File: config.mk
export PLATFORM = sky130hd
export DESIGN_NAME = stable_key_sort_engine
export DESIGN_NICKNAME = d
export VERILOG_FILES = /design/src/design/sks_pkg.sv /design/src/design/sks_cell.sv /design/src/design/stable_key_sort_engine.sv
export SDC_FILE = /design/constraint.sdc
export NUM_CORES = 1
export LEC_CHECK = 0
export BUFFER_PORTS_ARGS = -buffer_cell sky130_fd_sc_hd__clkbuf_2
export CAP_MARGIN = 20
export CORE_UTILIZATION = 50
export DETAILED_ROUTE_END_ITERATION = 10
export PLACE_DENSITY = 0.74
export SLEW_MARGIN = 40
export SYNTH_ARGS = -nofsm -noshare
export SYNTH_HDL_FRONTEND = slang
export SYNTH_HIERARCHICAL = 1
export SYNTH_SLANG_ARGS = --single-unit
File: constraint.sdc
create_clock -name clk -period 5.1 [get_ports clk]
set_clock_uncertainty 0.2 [all_clocks]
set_input_delay 0.255 -clock clk [delete_from_list [all_inputs] [get_ports clk]]
set_output_delay 0.255 -clock clk [all_outputs]
set_load 0.05 [all_outputs]
File: src/design/sks_pkg.sv
package sks_pkg;

  localparam int unsigned KEY_W = 12;
  localparam int unsigned TAG_W = 16;

  // one input item
  typedef struct packed {
    logic [KEY_W-1:0] year_key;
    logic [TAG_W-1:0] record_tag;
    logic             last_in;
  } in_item_t;

  // one result item
  typedef struct packed {
    logic [KEY_W-1:0] sorted_year;
    logic [TAG_W-1:0] sorted_tag;
    logic             last_out;
    logic             overflow;
  } out_item_t;

  // contents of one cell of the chain
  typedef struct packed {
    logic             valid;
    logic [KEY_W-1:0] key;
    logic [TAG_W-1:0] tag;
  } cell_rec_t;

  // command broadcast along the chain
  typedef struct packed {
    logic             ins;
    logic             pop;
    logic [KEY_W-1:0] key;
    logic [TAG_W-1:0] tag;
  } cell_ctl_t;

  typedef enum logic {
    ST_FILL,
    ST_DRAIN
  } sks_state_t;

endpackage

File: src/design/sks_cell.sv
module sks_cell
  import sks_pkg::*;
(
  input  logic      clk,
  input  logic      rst_n,
  input  cell_ctl_t ctl,
  input  logic      prev_shift,
  input  cell_rec_t prev_rec,
  input  cell_rec_t next_rec,
  output logic      shift,
  output cell_rec_t rec
);

  logic             valid_r;
  logic             valid_nxt;
  logic [KEY_W-1:0] key_r;
  logic [KEY_W-1:0] key_nxt;
  logic [TAG_W-1:0] tag_r;
  logic [TAG_W-1:0] tag_nxt;

  // this cell moves up on insert if empty or holding a strictly larger key
  assign shift = !valid_r || (key_r > ctl.key);

  assign rec.valid = valid_r;
  assign rec.key   = key_r;
  assign rec.tag   = tag_r;

  // insert: take neighbour below if it also moves, else take the new item;
  // pop: take neighbour above
  always_comb begin
    valid_nxt = valid_r;
    key_nxt   = key_r;
    tag_nxt   = tag_r;
    if (ctl.pop) begin
      valid_nxt = next_rec.valid;
      key_nxt   = next_rec.key;
      tag_nxt   = next_rec.tag;
    end else if (ctl.ins && shift) begin
      if (prev_shift) begin
        valid_nxt = prev_rec.valid;
        key_nxt   = prev_rec.key;
        tag_nxt   = prev_rec.tag;
      end else begin
        valid_nxt = 1'b1;
        key_nxt   = ctl.key;
        tag_nxt   = ctl.tag;
      end
    end
  end

  always_ff @(posedge clk) begin
    if (!rst_n) begin
      valid_r <= 1'b0;
    end else begin
      valid_r <= valid_nxt;
    end
  end

  always_ff @(posedge clk) begin
    key_r <= key_nxt;
    tag_r <= tag_nxt;
  end

endmodule

File: src/design/stable_key_sort_engine.sv
// Stable key sort engine. Records arrive one per cycle while a set is
// collected and are placed in order at once by a chain of CAPACITY cells:
// every cell holding a strictly larger key moves up one place and the new
// record drops into the gap, so equal keys keep their arrival order. The
// item flagged last_in starts the unload: the set leaves lowest key first,
// one result per cycle while out_ready allows, through an output register,
// with the chain shifting down by one cell per result; input is held off
// until the whole set has left the chain. Records that arrive with the
// chain full are dropped and every result of that set then carries
// overflow.
module stable_key_sort_engine
  import sks_pkg::*;
#(
  parameter int unsigned CAPACITY = 16
) (
  input  logic      clk,
  input  logic      rst_n,
  input  logic      in_valid,
  output logic      in_ready,
  input  in_item_t  in_item,
  output logic      out_valid,
  input  logic      out_ready,
  output out_item_t out_item
);

  sks_state_t state_r;
  sks_state_t state_nxt;
  logic       dropped_r;
  logic       dropped_nxt;
  logic       set_over_r;
  logic       set_over_nxt;
  logic       out_valid_r;
  logic       out_valid_nxt;
  out_item_t  out_item_r;
  out_item_t  out_item_nxt;

  cell_ctl_t  ctl;
  logic       in_acc;
  logic       full;
  logic       pop;

  logic      [CAPACITY-1:0] shift;
  cell_rec_t [CAPACITY-1:0] rec;
  logic      [CAPACITY-1:0] prev_shift;
  cell_rec_t [CAPACITY-1:0] prev_rec;
  cell_rec_t [CAPACITY-1:0] next_rec;

  assign in_ready = (state_r == ST_FILL);
  assign in_acc   = in_valid && in_ready;
  assign full     = rec[CAPACITY-1].valid;
  assign pop      = (state_r == ST_DRAIN) && (!out_valid_r || out_ready);

  assign ctl.ins = in_acc && !full;
  assign ctl.pop = pop;
  assign ctl.key = in_item.year_key;
  assign ctl.tag = in_item.record_tag;

  // neighbour wiring of the chain
  genvar gi;
  generate
    for (gi = 0; gi < CAPACITY; gi++) begin : g_cell
      if (gi == 0) begin : g_first
        assign prev_shift[gi] = 1'b0;
        assign prev_rec[gi]   = '0;
      end else begin : g_mid
        assign prev_shift[gi] = shift[gi-1];
        assign prev_rec[gi]   = rec[gi-1];
      end
      if (gi == CAPACITY - 1) begin : g_top
        assign next_rec[gi] = '0;
      end else begin : g_below
        assign next_rec[gi] = rec[gi+1];
      end

      sks_cell u_cell (
        .clk        (clk),
        .rst_n      (rst_n),
        .ctl        (ctl),
        .prev_shift (prev_shift[gi]),
        .prev_rec   (prev_rec[gi]),
        .next_rec   (next_rec[gi]),
        .shift      (shift[gi]),
        .rec        (rec[gi])
      );
    end
  endgenerate

  // collect / unload control
  always_comb begin
    state_nxt     = state_r;
    dropped_nxt   = dropped_r;
    set_over_nxt  = set_over_r;
    out_valid_nxt = out_valid_r;
    out_item_nxt  = out_item_r;
    if (out_valid_r && out_ready) begin
      out_valid_nxt = 1'b0;
    end
    unique case (state_r)
      ST_FILL: begin
        if (in_acc) begin
          if (in_item.last_in) begin
            set_over_nxt = dropped_r || full;
            dropped_nxt  = 1'b0;
            state_nxt    = ST_DRAIN;
          end else if (full) begin
            dropped_nxt = 1'b1;
          end
        end
      end
      ST_DRAIN: begin
        if (pop) begin
          out_valid_nxt            = 1'b1;
          out_item_nxt.sorted_year = rec[0].key;
          out_item_nxt.sorted_tag  = rec[0].tag;
          out_item_nxt.last_out    = !rec[1].valid;
          out_item_nxt.overflow    = set_over_r;
          if (!rec[1].valid) begin
            state_nxt = ST_FILL;
          end
        end
      end
      default: begin
        state_nxt = ST_FILL;
      end
    endcase
  end

  always_ff @(posedge clk) begin
    if (!rst_n) begin
      state_r     <= ST_FILL;
      dropped_r   <= 1'b0;
      set_over_r  <= 1'b0;
      out_valid_r <= 1'b0;
    end else begin
      state_r     <= state_nxt;
      dropped_r   <= dropped_nxt;
      set_over_r  <= set_over_nxt;
      out_valid_r <= out_valid_nxt;
    end
  end

  always_ff @(posedge clk) begin
    out_item_r <= out_item_nxt;
  end

  assign out_valid = out_valid_r;
  assign out_item  = out_item_r;

endmodule
-- After elaboration in Yosys (flattened, before gate mapping)
Index checks and enable logic that the tools add are counted.
- register bits after elaboration: 498
- bits in latches: 0
- RAM bits: 0
- ROM bits: 0
- logic and storage cells: 294
- memories kept: 0
- add/sub/neg operators: 0
- multiply operators: 0
- divide/modulo/power cells: 0
- $lt $le $gt $ge: 16
- equality and inequality tests: 0
- shift-type cells: 0
- mux-type cells: 145
- bitwise operators: 2
- reductions and logical operators: 75
- operators with widths (cell ; count):
    two-way mux 16 bit ; 45
    two-way mux 12 bit ; 45
    greater-than comparator 12 bit ; 16
    two-way mux 1 bit ; 54
    nonzero test 2 bit ; 16
    logical AND 1 bit ; 20
    logical OR 1 bit ; 18
    zero test 1 bit ; 17
    AND reduction 3 bit ; 2
    NOT 1 bit ; 2
    one-hot mux 1 bit (2 select lines) ; 1
    AND reduction 2 bit ; 1
    OR reduction 2 bit ; 1

-- Depth between registers and ports, before layout
Gate-level depths: netlist (run 1).
- depth after elaboration: 6
- mapped depth: 12

-- Cells and area by module
Netlist (run 1), hierarchy kept.
- modules (own cells, without submodules) (module ; instances ; cells each ; area each (µm²)):
    sks_cell at g_cell[0].u_cell ... ; 10 ; 176 ; 1805.5
    sks_cell at g_cell[4].u_cell ... ; 6 ; 172 ; 1803.0
    stable_key_sort_engine ; 1 ; 51 ; 1079.8

-- Least setup slack after synthesis (run 1)
No wires, ideal clock.
- kind: flip-flop to flip-flop
- from: register out_valid_r, in the netlist out_valid
- to: register g_cell[4].u_cell.key_r[0] (enable)
- library setup time: 0.452 ns
- arrival time: 4.917 ns
- required time: 4.448 ns
- path slack: -0.469 ns
- cell stages (with the launch flop): 6
- path buffers: 1
- path through: dfxtp_1 nor2b_1 nor2_1 clkbuf_1 inv_1 o21ai_0
- RTL lines (what ; RTL line ; text):
    from (decl) ; stable_key_sort_engine.sv:32 ; logic out_valid_r;
    from (signal assigned) ; stable_key_sort_engine.sv:138 ; out_valid_r <= out_valid_nxt;
    to (signal assigned) ; sks_cell.sv:60 ; key_r <= key_nxt;
    to (decl) ; sks_cell.sv:16 ; logic [KEY_W-1:0] key_r;

-- Worst setup path after layout (run 1)
- from: register g_cell[3].u_cell.key_r[9]
- to: register g_cell[4].u_cell.tag_r[4], data pin
- longest elaborated chain between the ends: 5
- RTL lines (what ; RTL line ; text):
    from (decl) ; sks_cell.sv:16 ;
    from (signal assigned) ; sks_cell.sv:60 ;
    greater-than comparator 12 bit ; sks_cell.sv:22 ; assign shift = !valid_r || (key_r > ctl.key);
    logical OR 1 bit ; sks_cell.sv:22 ;
    via prev_shift[4] ; stable_key_sort_engine.sv:44 ; logic [CAPACITY-1:0] prev_shift;
    two-way mux 16 bit ; sks_cell.sv:39 ; if (prev_shift) begin
    two-way mux 16 bit ; sks_cell.sv:38 ; end else if (ctl.ins && shift) begin
    two-way mux 16 bit ; sks_cell.sv:34 ; if (ctl.pop) begin
    via g_cell[4].u_cell.tag_nxt[4] ; sks_cell.sv:19 ; logic [TAG_W-1:0] tag_nxt;
    to (signal assigned) ; sks_cell.sv:61 ; tag_r <= tag_nxt;
    to (decl) ; sks_cell.sv:18 ; logic [TAG_W-1:0] tag_r;
The timed path passes the listed nets, and every way through them passes these cells. The select of a mux whose other input is x is not followed.
A chain may end at the register's enable or synchronous reset.

==> results by group, run 1 <==
Status
  • Status: finished, violations left
  • Failing checks: DRC

STA
  • Worst-Margin Slew: ~0.83 ns
  • Final Setup Violations: 0
  • Setup TNS Final: 0 ns
  • Unrepaired setup endpoints after global routing: no
  • Worst slew margin: 0.442
  • Tmin final: around 3.4 ns
  • Slew Limit Fails: 0
  • Fmax: just under 300 MHz
  • Final critical-path share of the clock period: 0.658
  • Endpoints failing hold: 0

Worst setup path
  • Reg-to-reg setup timing slack: 1.75 ns
  • Crit path DAT: 3.48 ns
  • Critical path's slowest cell: o21ai_4
  • Worst-path fanout max: 17
  • Crit path required time: 5.22 ns
  • CP Launch Type: flop
  • Crit end category: flop
  • CP max stage delay: 0.51 ns
  • CP cell instances: ha_1 > nand4_1 > a211oi_1 > nor3_1 > o21ai_4 > buf_4 > mux2i_1 > o21ai_0
  • Crit path kind: reg2reg

GRT
  • M1 GR Usage: 0.313
  • GR peak layer: met2
  • Initial antenna violation count: 1
  • Largest net degree at the start of global routing: around 200
  • GR Util met2: 0.365
  • GR Util met3: 0.0313
  • Vias in the first global route: 21500
  • GR Util All Layers: 0.225
  • First-pass GRT wire length: 111000 um
  • Global route overflow: 0

CTS
  • CTS tree: yes
  • Clk buf depth: 3
  • Setup Fix Bufs, Post-CTS: 0
  • Root Buffer: clkbuf_16
  • Clock Pin Slew Worst Setup and Hold Paths: approximately 0.060 ns
  • H-tree levels: 2
  • Clk_lat worst skew: between 0.6 and 0.7 ns
  • Clock Sinks: roughly 500
  • Total CTS buffers: 53

Pwr
  • Leak Pwr: between 15 and 20 nW
  • Power per Cell Area: about 470 mW/mm^2
  • Max VDD drop: approximately 0.32 mV

Drt
  • Final ANT Viol Nets: 0
  • Vias per std cell: 5.71
  • Post-DR wirelength/cell: roughly 18 um
  • Number of remaining DRC errors: 28
  • Initial DRT Pass Iterations: 8
  • DR vias: approximately 21000
  • DR iter-0 viols: about 1600
  • Drt total wl: approximately 70000 um

Logic synthesis
  • Synth Cell Area: about 0.030 mm^2
  • Yosys Warn Count: 6
  • Mean Syn Cell Area: roughly 11 um^2
  • Syn Inst Count: 2842

Finish
  • Layout Nets: 3149
  • Layout cell share with drive strength beyond 1: 0.0961
  • Layout area overhead: 11.9%
  • Design area: 0.0335 mm^2
  • Non-Filler Instances: 3740

Placed design
  • Placed inst area: roughly 0.032 mm^2
  • Port Buffers: 64
  • GPL Wtd Cong: just over 0.8
  • Cells after DPL: around 3600
  • Detailed placement HPWL: slightly below 50000 um

Floorplan
  • IO Count: 65
  • Die W: about 250 um
  • FP Rows: 89
  • Core ar.: ~0.06 mm^2
  • Initial Util: 0.506
  • Die H: 247 um
  • Die area: a little over 0.06 mm^2

Run
  • Max-cap violation count: 0

Hold path
  • Worst Hold Class: in2reg
-- area by class of cell --
type / instances / area [um^2]
clock inverters: 36 / 438
well taps: 773 / 967
fillers: 4789 / 25600
clock buffers: 61 / 1400
diodes: 1 / 2.50
inverters: 230 / 863
flip-flops and latches: 498 / 14800
multi-input cells: 2013 / 14100
repair buffers: 128 / 991
-- flip-flops by register name (all words and copies together), names as in the netlist --
signal	flops
state_r	1
dropped_r	1
out_item	30
g_cell.u_cell/tag_r	256
set_over_r	1
g_cell.u_cell/key_r	192
out_valid	1
g_cell.u_cell/valid_r	16
-- worst max-delay path, delay by kind of cell, from the launching register on --
| kind | cells | cell delay (ns) |
|---|---|---|
| buffers and inverters | 1 | 0.40 |
| and+or+nand+nor | 2 | 0.40 |
| DFF | 1 | 0.45 |
| AOI/OAI and AO/OA | 3 | 1.00 |
| adders and majority gates | 1 | 0.34 |
| muxes | 1 | 0.27 |
-- path summary, 6_finish.rpt --
check,startpoint,to,cells after the start
worst max-delay path,g_cell[3].u_cell/key_r[9],g_cell[4].u_cell/tag_r[4],8
worst max register to register,g_cell[3].u_cell/key_r[9],g_cell[4].u_cell/tag_r[4],8
worst min register to register,set_over_r,out_item[0],0
worst min-delay path,rst_n,state_r,3
-- metrics by stage --
stage | power, mW | worst slack (ns) | hold WS (ns) | util
global route | 16.6 | 1.60 | 0.0652 | 0.567
detailed placement | 11.6 | 1.23 | 0.231 | 0.534
CTS | 15.7 | 1.66 | 0.00343 | 0.566
finish | 15.7 | 1.75 | 0.0400 | 0.567
global placement | 11.2 | 1.34 | 0.213 | 0.532
floorplan | 10.1 | 0.295 | 0.162 | -
-- per-layer routing --
| metal | wire length (um) | vias to the layer above |
|---|---|---|
| li1 | - | 10400 |
| met1 | 31300 | 10200 |
| met2 | 31800 | 594 |
| met3 | 3470 | 112 |
| met4 | 1600 | 2 |
| met5 | 17 | - |
-- repair_timing --
| action | CTS | global route |
|---|---|---|
| hold buffers | 4 | 0 |
| endpoints found under the hold margin | 4 | 0 |
| gates resized for setup | 0 | 0 |
-- where the power goes --
part / switching [mW] / leakage (nW) / internal, mW / total [mW]
Sequential: 0.875 / 4.78 / 6.26 / 7.13
Combinational: 2.63 / 9.37 / 1.85 / 4.48
Clock: 1.63 / 0.895 / 2.46 / 4.09
-- layout by cell type (no fill, tap or decap), types with 6 or more instances in the layout --
cell type,instances
buf_4,45
nor3b_1,10
buf_8,6
nand4_1,48
a21boi_0,6
a31oi_1,10
clkbuf_2,64
nand3_1,32
a21boi_1,6
clkbuf_1,6
a21o_1,26
o21ai_4,9
edfxtp_1,478
o21ai_1,7
dfxtp_1,20
o31ai_4,10
nor4_2,6
nor2b_4,23
nor3_1,20
inv_1,230
and3_2,6
o221a_1,6
o21ai_2,6
or4_1,10
nand2_1,473
o22ai_1,6
clkinv_2,12
bufinv_16,10
a21oi_1,89
a211oi_1,10
mux2i_1,448
nor2_1,6
clkinv_1,8
conb_1,60
buf_12,6
o211ai_2,16
clkbuf_16,55
a41o_1,6
o21ai_0,458
ha_1,192
No activity file was read; power rests on OpenSTA's default activity.
==> run 2: changes to the inputs <==
--- a/config.mk
+++ b/config.mk
@@ -5,11 +5,12 @@
 export SDC_FILE = /design/constraint.sdc
 export NUM_CORES = 1
 export LEC_CHECK = 0
+export ABC_AREA = 1
 export BUFFER_PORTS_ARGS = -buffer_cell sky130_fd_sc_hd__clkbuf_2
 export CAP_MARGIN = 20
 export CORE_UTILIZATION = 50
 export DETAILED_ROUTE_END_ITERATION = 10
-export PLACE_DENSITY = 0.74
+export PLACE_DENSITY = 0.72
 export SLEW_MARGIN = 40
 export SYNTH_ARGS = -nofsm -noshare
 export SYNTH_HDL_FRONTEND = slang
==> constraint.sdc (replaced) <==
create_clock -name clk -period 3.5 [get_ports clk]
set_clock_uncertainty 0.2 [all_clocks]
set_input_delay 0.175 -clock clk [delete_from_list [all_inputs] [get_ports clk]]
set_output_delay 0.175 -clock clk [all_outputs]
set_load 0.05 [all_outputs]
==> run 2 against run 1 <==
The flow now finishes without violations. Total power up 30%. Area after synthesis up 2.9%. Clock power is 41% higher. Routed wire length rose by 15%. Flip-flop and latch count unchanged. Die area increased by 2.9%. Hold slack worse by 0.014 ns. Maximum frequency is 18% higher. Highest routed layer is now met4. Via count increased by 15%. Final area up 1.5%. Utilization down 0.51 points. Critical path type unchanged. Global-route usage up 2.5 points.
==> results by group, run 2 <==
Pwr
  • Sequential share of power: 0.450 (-0.004)
  • Comb pwr share: 0.269 (-0.016)
  • Clk pwr share: 0.281 (+0.020)
  • P_int: 13.8 mW (+30%)
  • Max VDD drop: 0.412 mV (+27%)
  • Leak Pwr: 14.4 nW (-4.0%)
  • Power per Cell Area: 602 mW/mm^2 (+28%)
  • Switching Fraction: 0.329 (+0.00197)
  • Switch Pwr: 6.73 mW (+31%)

CTS
  • Root Buffer: clkbuf_16
  • CTS tree: yes
  • Clock Pin Slew Worst Setup and Hold Paths: 0.06 ns (about the same)
  • Total CTS buffers: 54 (+1.9%)
  • Clock Sinks: 498 (unchanged)
  • H-tree levels: 2 (unchanged)
  • Clk buf depth: 3 (unchanged)
  • Clk_lat worst skew: 0.62 ns (about the same)
  • Setup Fix Bufs, Post-CTS: 0 (unchanged)

Hold path
  • HP Start: in_item[27]
  • Worst Hold Class: in2reg
  • WHS Path Cells: 4 (+1)
  • Worst hold endpoint: g_cell[1].u_cell/key_r[10]

Worst setup path
  • CP Launch Type: flop
  • CP bufs+invs: 2 (+1)
  • R2r endpoint: g_cell[2].u_cell/valid_r
  • Worst r2r path cells: 13 (+5)
  • Worst r2r src: g_cell[1].u_cell/key_r[11]
  • Worst-path fanout max: 20 (+3)
  • Crit path DAT: 3.18 ns (-0.30 ns)
  • Critical path's slowest cell: inv_1
  • Crit end category: flop
  • Crit-path leading delay family: simple AND/OR/NAND/NOR gates
  • CP cell instances: ha_1 > nand2_1 > inv_2 > nand2_4 > nor2_4 > nand4_1 > nand2_1 > nand2_2 > inv_1 > nor2_1 > nor2_1 > a21oi_1 > a21oi_2
  • Reg-to-reg setup timing slack: 0.66 ns (-1.09 ns)
  • CP max stage delay: 0.53 ns (+0.02 ns)
  • Crit path kind: reg2reg
  • Crit path required time: 3.84 ns (-1.38 ns)

Logic synthesis
  • Cell taking the most area after synthesis: edfxtp_1
  • Mean Syn Cell Area: 8.82 um^2 (-16%)
  • Synth cell count leaders: nand2_1 (706), a21oi_1 (676), edfxtp_1 (478)
  • EDFF count, synth: ~480
  • Share of Yosys cell area claimed by the top area cell type: 0.466
  • Yosys Warn Count: 6 (unchanged)
  • Synth top area cells: edfxtp_1 (47%), a21oi_1 (11%), nand2_1 (8.6%), ha_1 (7.8%), nor2_1 (4.7%)
  • Synth Register Bits: between 400 and 500
  • Netlist cell types: 26
  • Synth Cell Area: 0.0308 mm^2 (+2.9%)
  • Syn Inst Count: 3496 (+23%)
  • Top-count cell post-synth: nand2_1
  • Post-synthesis sequential area ratio: 0.479
  • Ys async rst share: 0
  • Top_reg_cell synth: edfxtp_1

Placed design
  • Placed inst area: 0.0321 mm^2 (+1.5%)
  • GPL Wtd Cong: 0.852 (+4.0%)
  • Port Buffers: 64 (unchanged)
  • Detailed placement HPWL: 56700 um (+15%)
  • Placement Setup Slack: 0.479 ns (-0.751 ns)

GRT
  • Vias in the first global route: 23700 (+10%)
  • GR Util All Layers: 0.250 (+0.0253)
  • Global route overflow: 0 (unchanged)
  • First-pass GRT wire length: 127000 um (+14%)
  • Largest net degree at the start of global routing: 72 (-65%)
  • Initial antenna violation count: 0 (-1)

STA
  • Endpoints failing hold: 0 (unchanged)
  • Setup TNS Final: 0 ns (unchanged)
  • Setup slack after layout: 0.660 ns (-1.09 ns)
  • Worst-Margin Slew: 0.853 ns (+0.0223 ns)
  • Fmax: 352 MHz (+18%)
  • Final Setup Violations: 0 (unchanged)
  • Worst slew margin: 0.432 (-0.0106)
  • Tmin final: 2.84 ns (-0.514 ns)
  • Unrepaired setup endpoints after global routing: no
  • Final critical-path share of the clock period: 0.812 (+0.154)
  • Slew Limit Fails: 0 (unchanged)

Finish
  • Most common cell after layout, fill and taps aside: nand2_1
  • Post-layout util: 0.562 (-0.00514)
  • Largest register FFs: 256 (unchanged)
  • Layout cell share with drive strength beyond 1: 0.107 (+0.0109)
  • Number of diodes: 0 (-1)
  • Layout area overhead: 10.4%
  • Biggest register: g_cell.u_cell/tag_r
  • Commonest cells after routing, fill and taps aside: nand2_1 (706), a21oi_1 (675), edfxtp_1 (478)
  • Layout Nets: 3807 (+21%)
  • Design area: 0.0340 mm^2 (+1.5%)

Floorplan
  • FP Rows: 90 (+1.1%)
  • Initial Util: 0.509 (+0.00225)
  • Die W: 250 um (+1.4%)
  • Die area: 0.0626 mm^2 (+2.9%)
  • Die H: 250 um (+1.4%)
  • Core ar.: 0.0606 mm^2 (+2.5%)
  • IO Count: 65 (unchanged)

Drt
  • Number of remaining DRC errors: 0 (-100%)
  • Drt total wl: 78700 um (+15%)
  • DR iter-0 viols: 2399 (+53%)
  • DR vias: 24500 (+15%)
  • Final ANT Viol Nets: 0 (unchanged)
  • Initial DRT Pass Iterations: 6 (-2)
  • Vias per std cell: 5.56 (-2.8%)
  • Post-DR wirelength/cell: 17.9 um (-2.1%)

Status
  • Status: finished, final reports clean

Run
  • Max-cap violation count: 0 (unchanged)
[run 2: worst register-to-register path: stages, from the launching register on]
cell and delay (ns):
edfxtp_1 0.48, ha_1 0.34, nand2_1 0.08, inv_2 0.07, nand2_4 0.06, nor2_4 0.12
nand4_1 0.09, nand2_1 0.11, nand2_2 0.21, inv_1 0.54, nor2_1 0.13, nor2_1 0.14
a21oi_1 0.07, a21oi_2 0.15
[run 2: power groups by stage]
stage / registers (mW) / clock network [mW] / logic, mW
2_1_floorplan: 8.96 / 0 / 4.10
3_3_place_gp: 9.26 / 0 / 5.29
3_5_place_dp: 9.29 / 0 / 5.44
4_1_cts: 9.19 / 5.84 / 5.49
5_1_grt: 9.32 / 6.06 / 6.19
6_report: 9.21 / 5.76 / 5.51
[run 2: cells by family after synthesis]
kind of cell / synth area share
adder cells (fa/ha/maj): 0.0779
buffers and inverters: 0.0849
AND/OR/NAND/NOR: 0.166
flip-flops: 0.479
AO/OA/AOI/OAI: 0.192
other: 0.000122
[run 2: stage by stage]
step           hold WS [ns]  instances  power [mW]
3_5_place_dp          0.225       4290        14.7
3_3_place_gp          0.216       4290        14.6
4_1_cts            0.000445       4409        20.5
5_1_grt              0.0419       4409        21.6
6_report             0.0258       4409        20.5
2_1_floorplan        0.0953       3555        13.1
[run 2: repair_timing]
item,CTS,global route
hold buffers,18,0
gates resized for setup,0,0
hold endpoints to repair,142,0
[run 2: worst max-delay path by stage]
stage / slack, ns / end / depth (start not counted) / startpoint
after floorplan: 0.05 / g_cell[0].u_cell/key_r[0] / 4 / out_valid
after global placement: 0.53 / g_cell[15].u_cell/key_r[2] / 14 / in_item[22]
after detailed placement: 0.48 / g_cell[13].u_cell/tag_r[6] / 15 / in_item[23]
after CTS: 0.68 / g_cell[2].u_cell/valid_r / 13 / g_cell[1].u_cell/key_r[11]
after global routing: 0.45 / g_cell[4].u_cell/tag_r[5] / 16 / in_item[28]
final: 0.66 / g_cell[2].u_cell/valid_r / 13 / g_cell[1].u_cell/key_r[11]
[run 2: cell type report]
class | count | area (um^2)
fill | 5342 | 26600
sequential | 498 | 14800
multi-input combinational | 2479 | 13700
clock buffer | 69 | 1460
timing repair buffer | 179 | 1450
inverter | 370 | 1390
tap | 782 | 978
clock inverter | 32 | 302
[run 2: routing by layer]
layer | track usage | vias up | part of all wire
met3 | 0.0296 | 133 | 0.059
li1 | - | 12100 | -
met4 | 0.0794 | 0 | 0.028
met2 | 0.418 | 808 | 0.47
met1 | 0.339 | 11500 | 0.44
met5 | 0 | - | 0
